`src/hw/rtl/aunp_pkg.sv`:
```
// Shared types and constants for the ASCII unsigned number parser.
// No dependencies.
`timescale 1ns / 1ps
`default_nettype none

package aunp_pkg;

  localparam int unsigned CH_W           = 8;
  localparam int unsigned VALUE_W        = 32;
  localparam int unsigned OFFSET_W       = 16;
  localparam int unsigned BASE_W         = 6;
  localparam int unsigned COUNT_BITS_DEF = 16;

  localparam logic [BASE_W-1:0] DEFAULT_BASE = BASE_W'(10);
  localparam logic [BASE_W-1:0] HEX_BASE     = BASE_W'(16);
  localparam logic [BASE_W-1:0] OCT_BASE     = BASE_W'(8);

  localparam logic [CH_W-1:0] CHAR_NUL  = 8'h00;
  localparam logic [CH_W-1:0] CHAR_ZERO = 8'h30;
  localparam logic [CH_W-1:0] CHAR_NINE = 8'h39;
  localparam logic [CH_W-1:0] CHAR_LA   = 8'h61;
  localparam logic [CH_W-1:0] CHAR_LZ   = 8'h7A;
  localparam logic [CH_W-1:0] CHAR_UA   = 8'h41;
  localparam logic [CH_W-1:0] CHAR_UZ   = 8'h5A;
  localparam logic [CH_W-1:0] CHAR_X    = 8'h78;
  localparam logic [CH_W-1:0] CHAR_O    = 8'h6F;

  typedef struct packed {
    logic [CH_W-1:0] ch;
    logic            first;
  } in_word_t;

  typedef struct packed {
    logic [VALUE_W-1:0]  value;
    logic [OFFSET_W-1:0] end_offset;
  } out_word_t;

  // Parser state apart from the character count
  typedef struct packed {
    logic [VALUE_W-1:0] acc;
    logic [BASE_W-1:0]  base;
    logic               lead_zero;
    logic               finished;
  } parse_state_t;

endpackage

`default_nettype wire

```
`src/hw/rtl/aunp_step.sv`:
```
// One character step of the parser: next state and optional result word.
// Depends on aunp_pkg.
`timescale 1ns / 1ps
`default_nettype none

module aunp_step #(
  parameter int unsigned COUNT_BITS = aunp_pkg::COUNT_BITS_DEF
) (
  input  aunp_pkg::in_word_t                  word_i,
  input  logic [aunp_pkg::BASE_W-1:0]         req_base_i,
  input  aunp_pkg::parse_state_t              state_i,
  input  logic [COUNT_BITS-1:0]               count_i,
  output aunp_pkg::parse_state_t              state_o,
  output logic [COUNT_BITS-1:0]               count_o,
  output logic                                emit_o,
  output aunp_pkg::out_word_t                 result_o
);

  localparam int unsigned WIDE_W =
    (COUNT_BITS > aunp_pkg::OFFSET_W) ? COUNT_BITS : aunp_pkg::OFFSET_W;

  aunp_pkg::parse_state_t        eff;
  logic [COUNT_BITS-1:0]         cnt_eff;
  logic [COUNT_BITS-1:0]         cnt_inc;
  logic [WIDE_W-1:0]             cnt_wide;
  logic [aunp_pkg::CH_W-1:0]     c;
  logic [aunp_pkg::BASE_W-1:0]   digit;
  logic                          is_digit;
  logic [aunp_pkg::VALUE_W-1:0]  acc_next;

  assign c = word_i.ch;

  always_comb begin
    if (word_i.first) begin
      eff.acc       = '0;
      eff.base      = (req_base_i != '0) ? req_base_i : aunp_pkg::DEFAULT_BASE;
      eff.lead_zero = 1'b0;
      eff.finished  = 1'b0;
      cnt_eff       = '0;
    end else begin
      eff     = state_i;
      cnt_eff = count_i;
    end
  end

  assign cnt_inc = (&cnt_eff) ? cnt_eff : cnt_eff + COUNT_BITS'(1);

  always_comb begin
    digit    = '0;
    is_digit = 1'b1;
    if (c >= aunp_pkg::CHAR_ZERO && c <= aunp_pkg::CHAR_NINE) begin
      digit = aunp_pkg::BASE_W'(c - aunp_pkg::CHAR_ZERO);
    end else if (c >= aunp_pkg::CHAR_LA && c <= aunp_pkg::CHAR_LZ) begin
      digit = aunp_pkg::BASE_W'(c - aunp_pkg::CHAR_LA) + aunp_pkg::BASE_W'(10);
    end else if (c >= aunp_pkg::CHAR_UA && c <= aunp_pkg::CHAR_UZ) begin
      digit = aunp_pkg::BASE_W'(c - aunp_pkg::CHAR_UA) + aunp_pkg::BASE_W'(10);
    end else begin
      is_digit = 1'b0;
    end
  end

  assign acc_next = aunp_pkg::VALUE_W'(eff.acc * eff.base)
                  + aunp_pkg::VALUE_W'(digit);

  always_comb begin
    state_o = eff;
    count_o = cnt_eff;
    emit_o  = 1'b0;
    if (!word_i.first && state_i.finished) begin
      state_o = state_i;
      count_o = count_i;
    end else if (c == aunp_pkg::CHAR_NUL) begin
      emit_o = 1'b1;
    end else if (cnt_eff == '0 && c == aunp_pkg::CHAR_ZERO) begin
      state_o.lead_zero = 1'b1;
      count_o           = cnt_inc;
    end else if (eff.lead_zero && cnt_eff == COUNT_BITS'(1) && c == aunp_pkg::CHAR_X) begin
      state_o.base = aunp_pkg::HEX_BASE;
      count_o      = cnt_inc;
    end else if (eff.lead_zero && cnt_eff == COUNT_BITS'(1) && c == aunp_pkg::CHAR_O) begin
      state_o.base = aunp_pkg::OCT_BASE;
      count_o      = cnt_inc;
    end else if (!is_digit || digit >= eff.base) begin
      emit_o = 1'b1;
    end else begin
      state_o.acc = acc_next;
      count_o     = cnt_inc;
    end
    if (emit_o) begin
      state_o.finished = 1'b1;
    end
  end

  assign cnt_wide            = WIDE_W'(cnt_eff);
  assign result_o.value      = eff.acc;
  assign result_o.end_offset = (cnt_wide > WIDE_W'({aunp_pkg::OFFSET_W{1'b1}}))
                             ? {aunp_pkg::OFFSET_W{1'b1}}
                             : cnt_wide[aunp_pkg::OFFSET_W-1:0];

endmodule

`default_nettype wire

```
`src/hw/rtl/ascii_unsigned_number_parser.sv`:
```
// Top level of the ASCII unsigned number parser: input register, step logic, result register.
// Depends on aunp_pkg and aunp_step.
`timescale 1ns / 1ps
`default_nettype none

// Takes one character word per cycle while no result word waits to be taken, and returns one
// result word (value and stop offset) when a NUL, a non-digit or an out-of-range digit ends
// the string. A word with first set starts a new string and loads the radix from the base
// register (0 means ten); "0x" and "0o" prefixes switch to 16 and 8. Throughput is one
// character per cycle while no result word waits; from input accept to result valid a word
// passes the input register, which feeds the single multiply-add step, and then the result
// register, which takes the step's outcome when the step fires. A result word not yet taken
// holds the step. The base register takes effect at the next first-marked character.
module ascii_unsigned_number_parser #(
  parameter int unsigned COUNT_BITS = aunp_pkg::COUNT_BITS_DEF
) (
  input  logic                         clk_i,
  input  logic                         rst_ni,
  input  logic                         in_valid_i,
  output logic                         in_ready_o,
  input  aunp_pkg::in_word_t           in_word_i,
  output logic                         out_valid_o,
  input  logic                         out_ready_i,
  output aunp_pkg::out_word_t          out_word_o,
  input  logic                         cfg_valid_i,
  output logic                         cfg_ready_o,
  input  logic [aunp_pkg::BASE_W-1:0]  cfg_data_i
);

  logic [aunp_pkg::BASE_W-1:0] req_base_q;
  logic                        in_valid_q;
  aunp_pkg::in_word_t          in_word_q;
  aunp_pkg::parse_state_t      state_q, state_d;
  logic [COUNT_BITS-1:0]       count_q, count_d;
  logic                        emit;
  aunp_pkg::out_word_t         result;
  logic                        out_valid_q;
  aunp_pkg::out_word_t         out_word_q;
  logic                        step_fire;

  assign cfg_ready_o = 1'b1;
  assign step_fire   = in_valid_q && (!out_valid_q || out_ready_i);
  assign in_ready_o  = !in_valid_q || step_fire;

  always_ff @(posedge clk_i or negedge rst_ni) begin
    if (!rst_ni) begin
      req_base_q <= '0;
    end else if (cfg_valid_i) begin
      req_base_q <= cfg_data_i;
    end
  end

  always_ff @(posedge clk_i or negedge rst_ni) begin
    if (!rst_ni) begin
      in_valid_q <= 1'b0;
    end else if (in_ready_o) begin
      in_valid_q <= in_valid_i;
    end
  end

  always_ff @(posedge clk_i) begin
    if (in_ready_o && in_valid_i) begin
      in_word_q <= in_word_i;
    end
  end

  aunp_step #(
    .COUNT_BITS(COUNT_BITS)
  ) u_step (
    .word_i    (in_word_q),
    .req_base_i(req_base_q),
    .state_i   (state_q),
    .count_i   (count_q),
    .state_o   (state_d),
    .count_o   (count_d),
    .emit_o    (emit),
    .result_o  (result)
  );

  always_ff @(posedge clk_i or negedge rst_ni) begin
    if (!rst_ni) begin
      state_q.acc       <= '0;
      state_q.base      <= aunp_pkg::DEFAULT_BASE;
      state_q.lead_zero <= 1'b0;
      state_q.finished  <= 1'b0;
      count_q           <= '0;
    end else if (step_fire) begin
      state_q <= state_d;
      count_q <= count_d;
    end
  end

  always_ff @(posedge clk_i or negedge rst_ni) begin
    if (!rst_ni) begin
      out_valid_q <= 1'b0;
    end else if (step_fire) begin
      out_valid_q <= emit;
    end else if (out_ready_i) begin
      out_valid_q <= 1'b0;
    end
  end

  always_ff @(posedge clk_i) begin
    if (step_fire && emit) begin
      out_word_q <= result;
    end
  end

  assign out_valid_o = out_valid_q;
  assign out_word_o  = out_word_q;

endmodule

`default_nettype wire
```
`config.mk`:
```
export PLATFORM = sky130hd
export DESIGN_NAME = ascii_unsigned_number_parser
export DESIGN_NICKNAME = d
export VERILOG_FILES = /design/src/hw/rtl/aunp_pkg.sv /design/src/hw/rtl/aunp_step.sv /design/src/hw/rtl/ascii_unsigned_number_parser.sv
export SDC_FILE = /design/constraint.sdc
export NUM_CORES = 1
export LEC_CHECK = 0
export BUFFER_PORTS_ARGS = -buffer_cell sky130_fd_sc_hd__buf_4
export CELL_PAD_IN_SITES_DETAIL_PLACEMENT = 0
export CELL_PAD_IN_SITES_GLOBAL_PLACEMENT = 1
export CORE_UTILIZATION = 46
export CTS_BUF_LIST = sky130_fd_sc_hd__clkbuf_4 sky130_fd_sc_hd__clkbuf_8
export DETAILED_ROUTE_END_ITERATION = 10
export PLACE_DENSITY = 0.9
export SYNTH_ARGS = -nofsm -noshare
export SYNTH_HDL_FRONTEND = slang
export SYNTH_SLANG_ARGS = --single-unit
```
`constraint.sdc`:
```
create_clock -name clk_i -period 6.1 [get_ports clk_i]
set_input_delay 0.915 -clock clk_i [delete_from_list [all_inputs] [get_ports clk_i]]
set_output_delay 0.915 -clock clk_i [all_outputs]
set_load 0.01 [all_outputs]
```
==> impl_metrics.ini, run 1 <==
[clock_tree]
cts_tree = built
clock_path_buffers = 2
cts_sinks = 121
clk_latency_ns = 0.46
post-cts-setup-buffer-count = 0
ctsResizeCount = 0
cts_hold_buffers = 0
htreeDepth = 4
cts_made_buffers = 17
clk_pin_slew_worst_paths_ns = 0.08
cts.root.buffer_cell = clkbuf_8

[route]
num_vias = 7956
antenna_left = 0
drc = 0
drtPass1Iterations = 5
vias_per_cell = 5.438
finalWirelength_microns = 24980
drt-initial-drc-count = 504
wire_per_inst_microns = 17.07

[logic_synthesis]
synth_fp_nets = 1280
syn_inst = 1066
synth_ff_type = dfrtp_1
synth.distinct_cells = 72
synth.cell_area_sq_um = 11040
synth_area_per_cell_sq_um = 10.36
yosysSeqAreaShare = 0.3003
yosys_warnings = 0
ys_ff_latch = 121
synth_edf_count = 57
async_flop_share = 0.5289

[worst_setup_path]
cp_max_fo = 15
cpMaxStageDelayCell = or4_1
crit_path_start = req_base_q[2]$_DFFE_PN0P_
critical-path-max-stage-delay_ns = 0.54
required_ns = 6.45
path_common_cell = fa_1
rrSetupSlack_ns = 0.29
reg2reg_from = req_base_q[2]$_DFFE_PN0P_
worst_setup_path_end_kind = register
cp_data_arrival_time_ns = 6.16
crit_type = reg -> reg
start_kind = register
crit_chain = or4_1 > nor3_2 > nor2_1 > nand2_1 > o21ai_2 > buf_4 > nor2_1 > fa_1 > fa_1 > fa_1 > ha_1 > ha_1 > a21o_1 > a211o_1 > o21ba_2 > o21a_1 > a31oi_2 > buf_4 > a21o_1 > a211o_1 > a32o_1

[sta]
setup_violations = 0
rsz0062_at_grt = false
slew_headroom = 0.3242
period_share = 0.9525
tightest_slew_ns = 1.014
period_needed_ns = 5.810
hold_violations = 0
fin_skew_ns = 0.01419
finalSetupTns_ns = 0
fmaxAchievable_ghz = 0.1721
finalMaxSlewViolations = 0

[cells_and_area]
fin_nets = 1345
final_util = 0.5264
fill_cells = 2077
syn2layout_area_growth_pct = 11.92
layout-drive-gt1-share = 0.1346
diodes = 0

[global_routing]
grt_pass1_wl_microns = 42970
antenna_found_initial = 0
grt_start_max_net_pins = 65
grt_use_total = 0.2220
grt_pass1_vias = 8320
overflow = 0

[floorplan]
io_pins = 71
die_h_microns = 156.9
coreArea_sq_um = 23470
row_count = 56
initial_core_util = 0.4704
die_area_sq_um = 24630
dieWidth_microns = 156.9

[power]
p_per_area_nw_per_um2 = 214.3
leakage_uw = 0.006186
irDropWorstVdd_mv = 0.1208

[placed_design]
routabilityCongestion = 0.8536
dp_hpwl_microns = 18360
port_buffers = 69

[hold_path]
hp-start = state_q[0]$_DFFE_PN0P_
hold_path.class = reg -> reg

[status]
status = completed

[run]
cap_violations = 0
[final timing paths]
| check | to | depth (start not counted) |
|---|---|---|
| worst min register to register | state_q[0]$_DFFE_PN0P_ | 2 |
| worst min-delay path | state_q[0]$_DFFE_PN0P_ | 2 |
| worst max-delay path | state_q[34]$_DFFE_PN0P_ | 21 |
| max in group asynchronous | state_q[28]$_DFFE_PN0P_ | 1 |
| worst max register to register | state_q[34]$_DFFE_PN0P_ | 21 |
| min in group asynchronous | state_q[14]$_DFFE_PN0P_ | 1 |
[cells by family after synthesis]
| family | Yosys count | synth area share |
|---|---|---|
| xor+xnor | 46 | 0.03649 |
| compound gates | 176 | 0.1167 |
| flops | 121 | 0.3003 |
| fa+ha+maj | 194 | 0.2960 |
| other cells | 1 | 0.0003397 |
| simple gates | 400 | 0.1954 |
| buf+inv | 115 | 0.04204 |
| mux | 13 | 0.01269 |
[critical path, delay by kind of cell (launching register included)]
| kind | cells | cell delay [ns] |
|---|---|---|
| buffers and inverters | 2 | 0.37 |
| adders and majority gates | 5 | 2.16 |
| AOI/OAI and AO/OA | 9 | 1.79 |
| DFF | 1 | 0.40 |
| and+or+nand+nor | 5 | 1.00 |
[state kept, by name, indices dropped and copies added (netlist names)]
register / flops
in_valid_q: 1
count_q: 16
in_word_q: 9
out_valid_o: 1
req_base_q: 6
state_q: 40
out_word_o: 48
[final cells by class]
cell class / instances / area (sq um) / area share
Clock inverter: 15 / 156.4 / 0.01266
Tap cell: 319 / 399.1 / 0.03230
Multi-Input combinational cell: 830 / 7288 / 0.5898
Timing Repair Buffer: 89 / 693.2 / 0.05610
Inverter: 72 / 270.3 / 0.02187
Sequential cell: 121 / 3316 / 0.2683
Clock buffer: 17 / 234.0 / 0.01893
[placed cells by master (no fill, tap or decap), types with 3 or more instances in the layout]
cell type / n
fa_1: 112
and2_1: 108
buf_4: 87
nor2_1: 83
ha_1: 82
inv_1: 72
nand2_1: 65
dfrtp_1: 62
edfxtp_1: 57
nand2b_1: 39
a21oi_1: 33
a22o_1: 31
xnor2_1: 31
nor2b_1: 29
o21ai_0: 25
a21o_1: 18
clkbuf_8: 17
nand3_1: 16
xor2_1: 15
and3_1: 12
o21a_1: 10
nor4_1: 8
mux2_2: 8
nand4_1: 8
nand3b_1: 6
o21ai_1: 6
a31oi_1: 6
mux2i_1: 5
nor3_1: 5
a211oi_1: 5
inv_6: 5
nor3_2: 4
o211ai_1: 4
inv_8: 4
a31oi_2: 3
or2_2: 3
a22oi_1: 3
a211o_1: 3
[cell usage after synthesis, types with 18 or more instances]
library cell / count / area (sq um)
edfxtp_1: 57 / 1712
ha_1: 82 / 1026
a22o_1: 31 / 271.5
xnor2_1: 31 / 271.5
o21ai_0: 27 / 135.1
nor2b_1: 29 / 181.4
a21oi_1: 33 / 165.2
dfrtp_1: 62 / 1551
and2_1: 109 / 681.9
clkbuf_1: 34 / 127.6
nor2_1: 83 / 311.6
a21o_1: 18 / 135.1
fa_1: 112 / 2242
nand2_1: 65 / 244.0
nand2b_1: 39 / 244.0
inv_1: 72 / 270.3
[metal layers]
metal / vias to the layer above / share of wire / global-route usage
met4: 0 / 0.020 / 0.07096
met2: 162 / 0.47 / 0.3583
met3: 30 / 0.031 / 0.02781
met1: 4003 / 0.48 / 0.3105
met5: - / 0 / 0
li1: 3761 / - / -
[where the power goes]
group / switching, uW / internal (uW)
clock network: 400 / 339
registers: 157 / 994
logic: 451 / 306
[per-stage QoR]
step           setup slack, ns  power, uW  cells  hold WS, ns  area [sq um]
2_1_floorplan           0.2166       1587   1066       0.4481         11040
4_1_cts                 0.1597       2666   1463       0.4936         12340
3_3_place_gp            0.2615       1904   1431       0.4635         11950
3_5_place_dp            0.1918       1917   1431       0.4715         11950
6_report                0.2897       2648   1463       0.4955         12360
5_1_grt                0.01453       2800   1463       0.5243         12360
(Power assumes the default switching activity.)
==> run 2: changes to the inputs <==
--- a/config.mk
+++ b/config.mk
@@ -5,13 +5,15 @@
 export SDC_FILE = /design/constraint.sdc
 export NUM_CORES = 1
 export LEC_CHECK = 0
+export ABC_AREA = 1
 export BUFFER_PORTS_ARGS = -buffer_cell sky130_fd_sc_hd__buf_4
 export CELL_PAD_IN_SITES_DETAIL_PLACEMENT = 0
 export CELL_PAD_IN_SITES_GLOBAL_PLACEMENT = 1
-export CORE_UTILIZATION = 46
+export CORE_MARGIN = 1.5
+export CORE_UTILIZATION = 43
 export CTS_BUF_LIST = sky130_fd_sc_hd__clkbuf_4 sky130_fd_sc_hd__clkbuf_8
 export DETAILED_ROUTE_END_ITERATION = 10
-export PLACE_DENSITY = 0.9
+export PLACE_DENSITY = 0.89
 export SYNTH_ARGS = -nofsm -noshare
 export SYNTH_HDL_FRONTEND = slang
 export SYNTH_SLANG_ARGS = --single-unit
==> run 2 against run 1 <==
Synthesized cell count grew 59%. Setup slack gained 0.11 ns. Core utilization is 4.0 points lower. Critical path depth grew 5. Die area is 24% higher. Wire length increased by 47%. Non-clock buffer count is 1 lower. Flip-flop and latch count unchanged. Sequential power increased by 5%. Combinational power grew to 3.5 times the previous value. Largest cell class unchanged. Largest power group is now combinational logic. Highest routed layer unchanged.
==> impl_metrics.ini, run 2 <==
[status]
status = completed

[logic_synthesis]
ys_ff_latch = 121
async_flop_share = 0.5289
synth_ff_type = dfrtp_1
synth_area_per_cell_sq_um = 7.453
synth_area_leaders = fa_1, nand2_1, edfxtp_1
synth_fp_nets = 1912
ys_top_cells_by_count = nand2_1, inv_1, nor2_1
yosys_warnings = 0
synth_area_leader_cell = fa_1
synth_top_area_share = 0.1772
synth_edf_count = 57
syn_inst = 1698
yosysMostFrequentCell = nand2_1
synth.cell_area_sq_um = 12650
yosysSeqAreaShare = 0.2620
synth.distinct_cells = 50

[floorplan]
coreArea_sq_um = 28860
io_pins = 71
die_area_sq_um = 30470
initial_core_util = 0.4385
row_count = 62
dieWidth_microns = 174.6
die_h_microns = 174.6

[power]
clkPwrFrac = 0.180
p_per_area_nw_per_um2 = 334.2
leakage_uw = 0.007863
seq_power_share = 0.258
p_int_uw = 2456
comb_power_share = 0.561
switchingPower_uw = 2232
switching_share = 0.4761
irDropWorstVdd_mv = 0.1398

[run]
cap_violations = 0

[worst_setup_path]
start_kind = register
cpMaxStageDelayCell = fa_1
cp_max_fo = 16
worst_setup_path_end_kind = register
required_ns = 6.47
cp_data_arrival_time_ns = 6.07
path_common_cell = nand2_1
crit_path_start = req_base_q[0]$_DFFE_PN0P_
critPathTopFamily = adder cells
crit_type = reg -> reg
critical-path-max-stage-delay_ns = 0.51
reg2reg_from = req_base_q[0]$_DFFE_PN0P_
cp_num_buf_inv = 5

[sta]
tightest_slew_ns = 1.123
setup_violations = 0
finalMaxSlewViolations = 0
hold_violations = 0
holdWs_ns = 0.4811
finalSetupTns_ns = 0
fin_skew_ns = 0.01820
period_share = 0.9350
rsz0062_at_grt = false
period_needed_ns = 5.703
slew_headroom = 0.2500
worst_slack_ns = 0.3966
fmaxAchievable_ghz = 0.1753

[route]
drtPass1Iterations = 7
wire_per_inst_microns = 17.04
finalWirelength_microns = 36790
num_vias = 11150
antenna_left = 0
drc = 0
vias_per_cell = 5.166
drt-initial-drc-count = 727

[global_routing]
grt_pass1_wl_microns = 60970
grt_pass1_vias = 11520
overflow = 0
antenna_found_initial = 0
grt_use_total = 0.2567
grt_start_max_net_pins = 65

[cells_and_area]
fin_nets = 1976
final_cell_mix = nand2_1, inv_1, nor2_1
diodes = 0
final_cells = 2159
mostFrequentLayoutCell = nand2_1
largest_reg_flops = 48
layout-drive-gt1-share = 0.09972
fin_area_sq_um = 14030
syn2layout_area_growth_pct = 10.84

[hold_path]
hold_path.class = reg -> reg
hp-start = state_q[20]$_DFFE_PN0P_

[clock_tree]
cts_sinks = 121
clock_path_buffers = 2
cts_made_buffers = 17
clk_latency_ns = 0.48
cts_tree = built
clk_pin_slew_worst_paths_ns = 0.09
cts.root.buffer_cell = clkbuf_8
htreeDepth = 4

[placed_design]
routabilityCongestion = 0.9332
post-place-ws_ns = 0.3318
port_buffers = 69
dp_hpwl_microns = 27950
place_area_sq_um = 13590
dp.cells = 2127
run 2: cell types whose count changed in the layout (fill, tap and decap cells not counted), moves of 29 or more:
cell / before / now
a22o_1: 31 / 0
and2_1: 108 / 0
inv_1: 72 / 251
nand2_1: 65 / 506
nand2b_1: 39 / 0
nand3_1: 16 / 85
nor2_1: 83 / 210
nor2b_1: 29 / 0
o21ai_1: 6 / 39
run 2: metal layers:
metal  vias to the layer above  part of all wire  wire length, microns  GRT usage
met5                         -                 0                     0          0
met4                         0             0.020                   744    0.07123
met3                        51             0.055                  2017    0.05052
met2                       302              0.46                 16850     0.4152
met1                      5373              0.47                 17180     0.3508
li1                       5427                 -                     -          -
run 2: cell families after synthesis:
family / after synthesis / share of synthesized area
AND/OR/NAND/NOR: 897 / 0.3002
AO/OA/AOI/OAI: 144 / 0.06180
adder cells (fa/ha/maj): 194 / 0.2583
buffers and inverters: 312 / 0.09739
other: 1 / 0.0002963
flip-flops: 121 / 0.2620
XOR/XNOR: 29 / 0.02007
run 2: power groups by stage:
stage / sequential [uW] / combinational (uW) / clock (uW)
2_1_floorplan: 1230 / 1810 / 0
3_3_place_gp: 1220 / 2560 / 0
3_5_place_dp: 1220 / 2610 / 0
4_1_cts: 1210 / 2640 / 863
5_1_grt: 1230 / 3000 / 892
6_report: 1210 / 2630 / 846
run 2: layout make-up:
class,count,area [sq um]
Sequential cell,121,3316
Timing Repair Buffer,88,660.6
Fill cell,2938,14830
Multi-Input combinational cell,1265,8118
Inverter,269,1012
Clock buffer,18,247.7
Tap cell,384,480.5
Clock inverter,14,191.4
run 2: metrics by stage:
| stage | power [uW] | utilization |
|---|---|---|
| after floorplan | 3039 | - |
| after global placement | 3782 | 0.4708 |
| after detailed placement | 3838 | 0.4708 |
| after CTS | 4710 | 0.4860 |
| after global routing | 5121 | 0.4860 |
| final | 4688 | 0.4860 |
run 2: worst paths after layout:
check / depth (start not counted) / endpoint / slack (ns)
worst max-delay path: 26 / state_q[28]$_DFFE_PN0P_ / 0.40
worst min-delay path: 2 / state_q[20]$_DFFE_PN0P_ / 0.48
worst max register to register: 26 / state_q[28]$_DFFE_PN0P_ / 0.40
worst min register to register: 2 / state_q[20]$_DFFE_PN0P_ / 0.48
max in group asynchronous: 1 / state_q[19]$_DFFE_PN0P_ / 4.88
min in group asynchronous: 1 / count_q[6]$_DFFE_PN0P_ / 0.59
run 2: tightest hold or removal path: cells and delay by family, from the launching register on:
family	cells	cell delay (ns)
AND/OR/NAND/NOR	2	0.11
flip-flops	1	0.34
run 2: repair_timing:
item                                    CTS  global route
hold buffers                              0             0
setup buffers                             0             0
gates resized for setup                   0             1
endpoints found under the setup margin    0             1
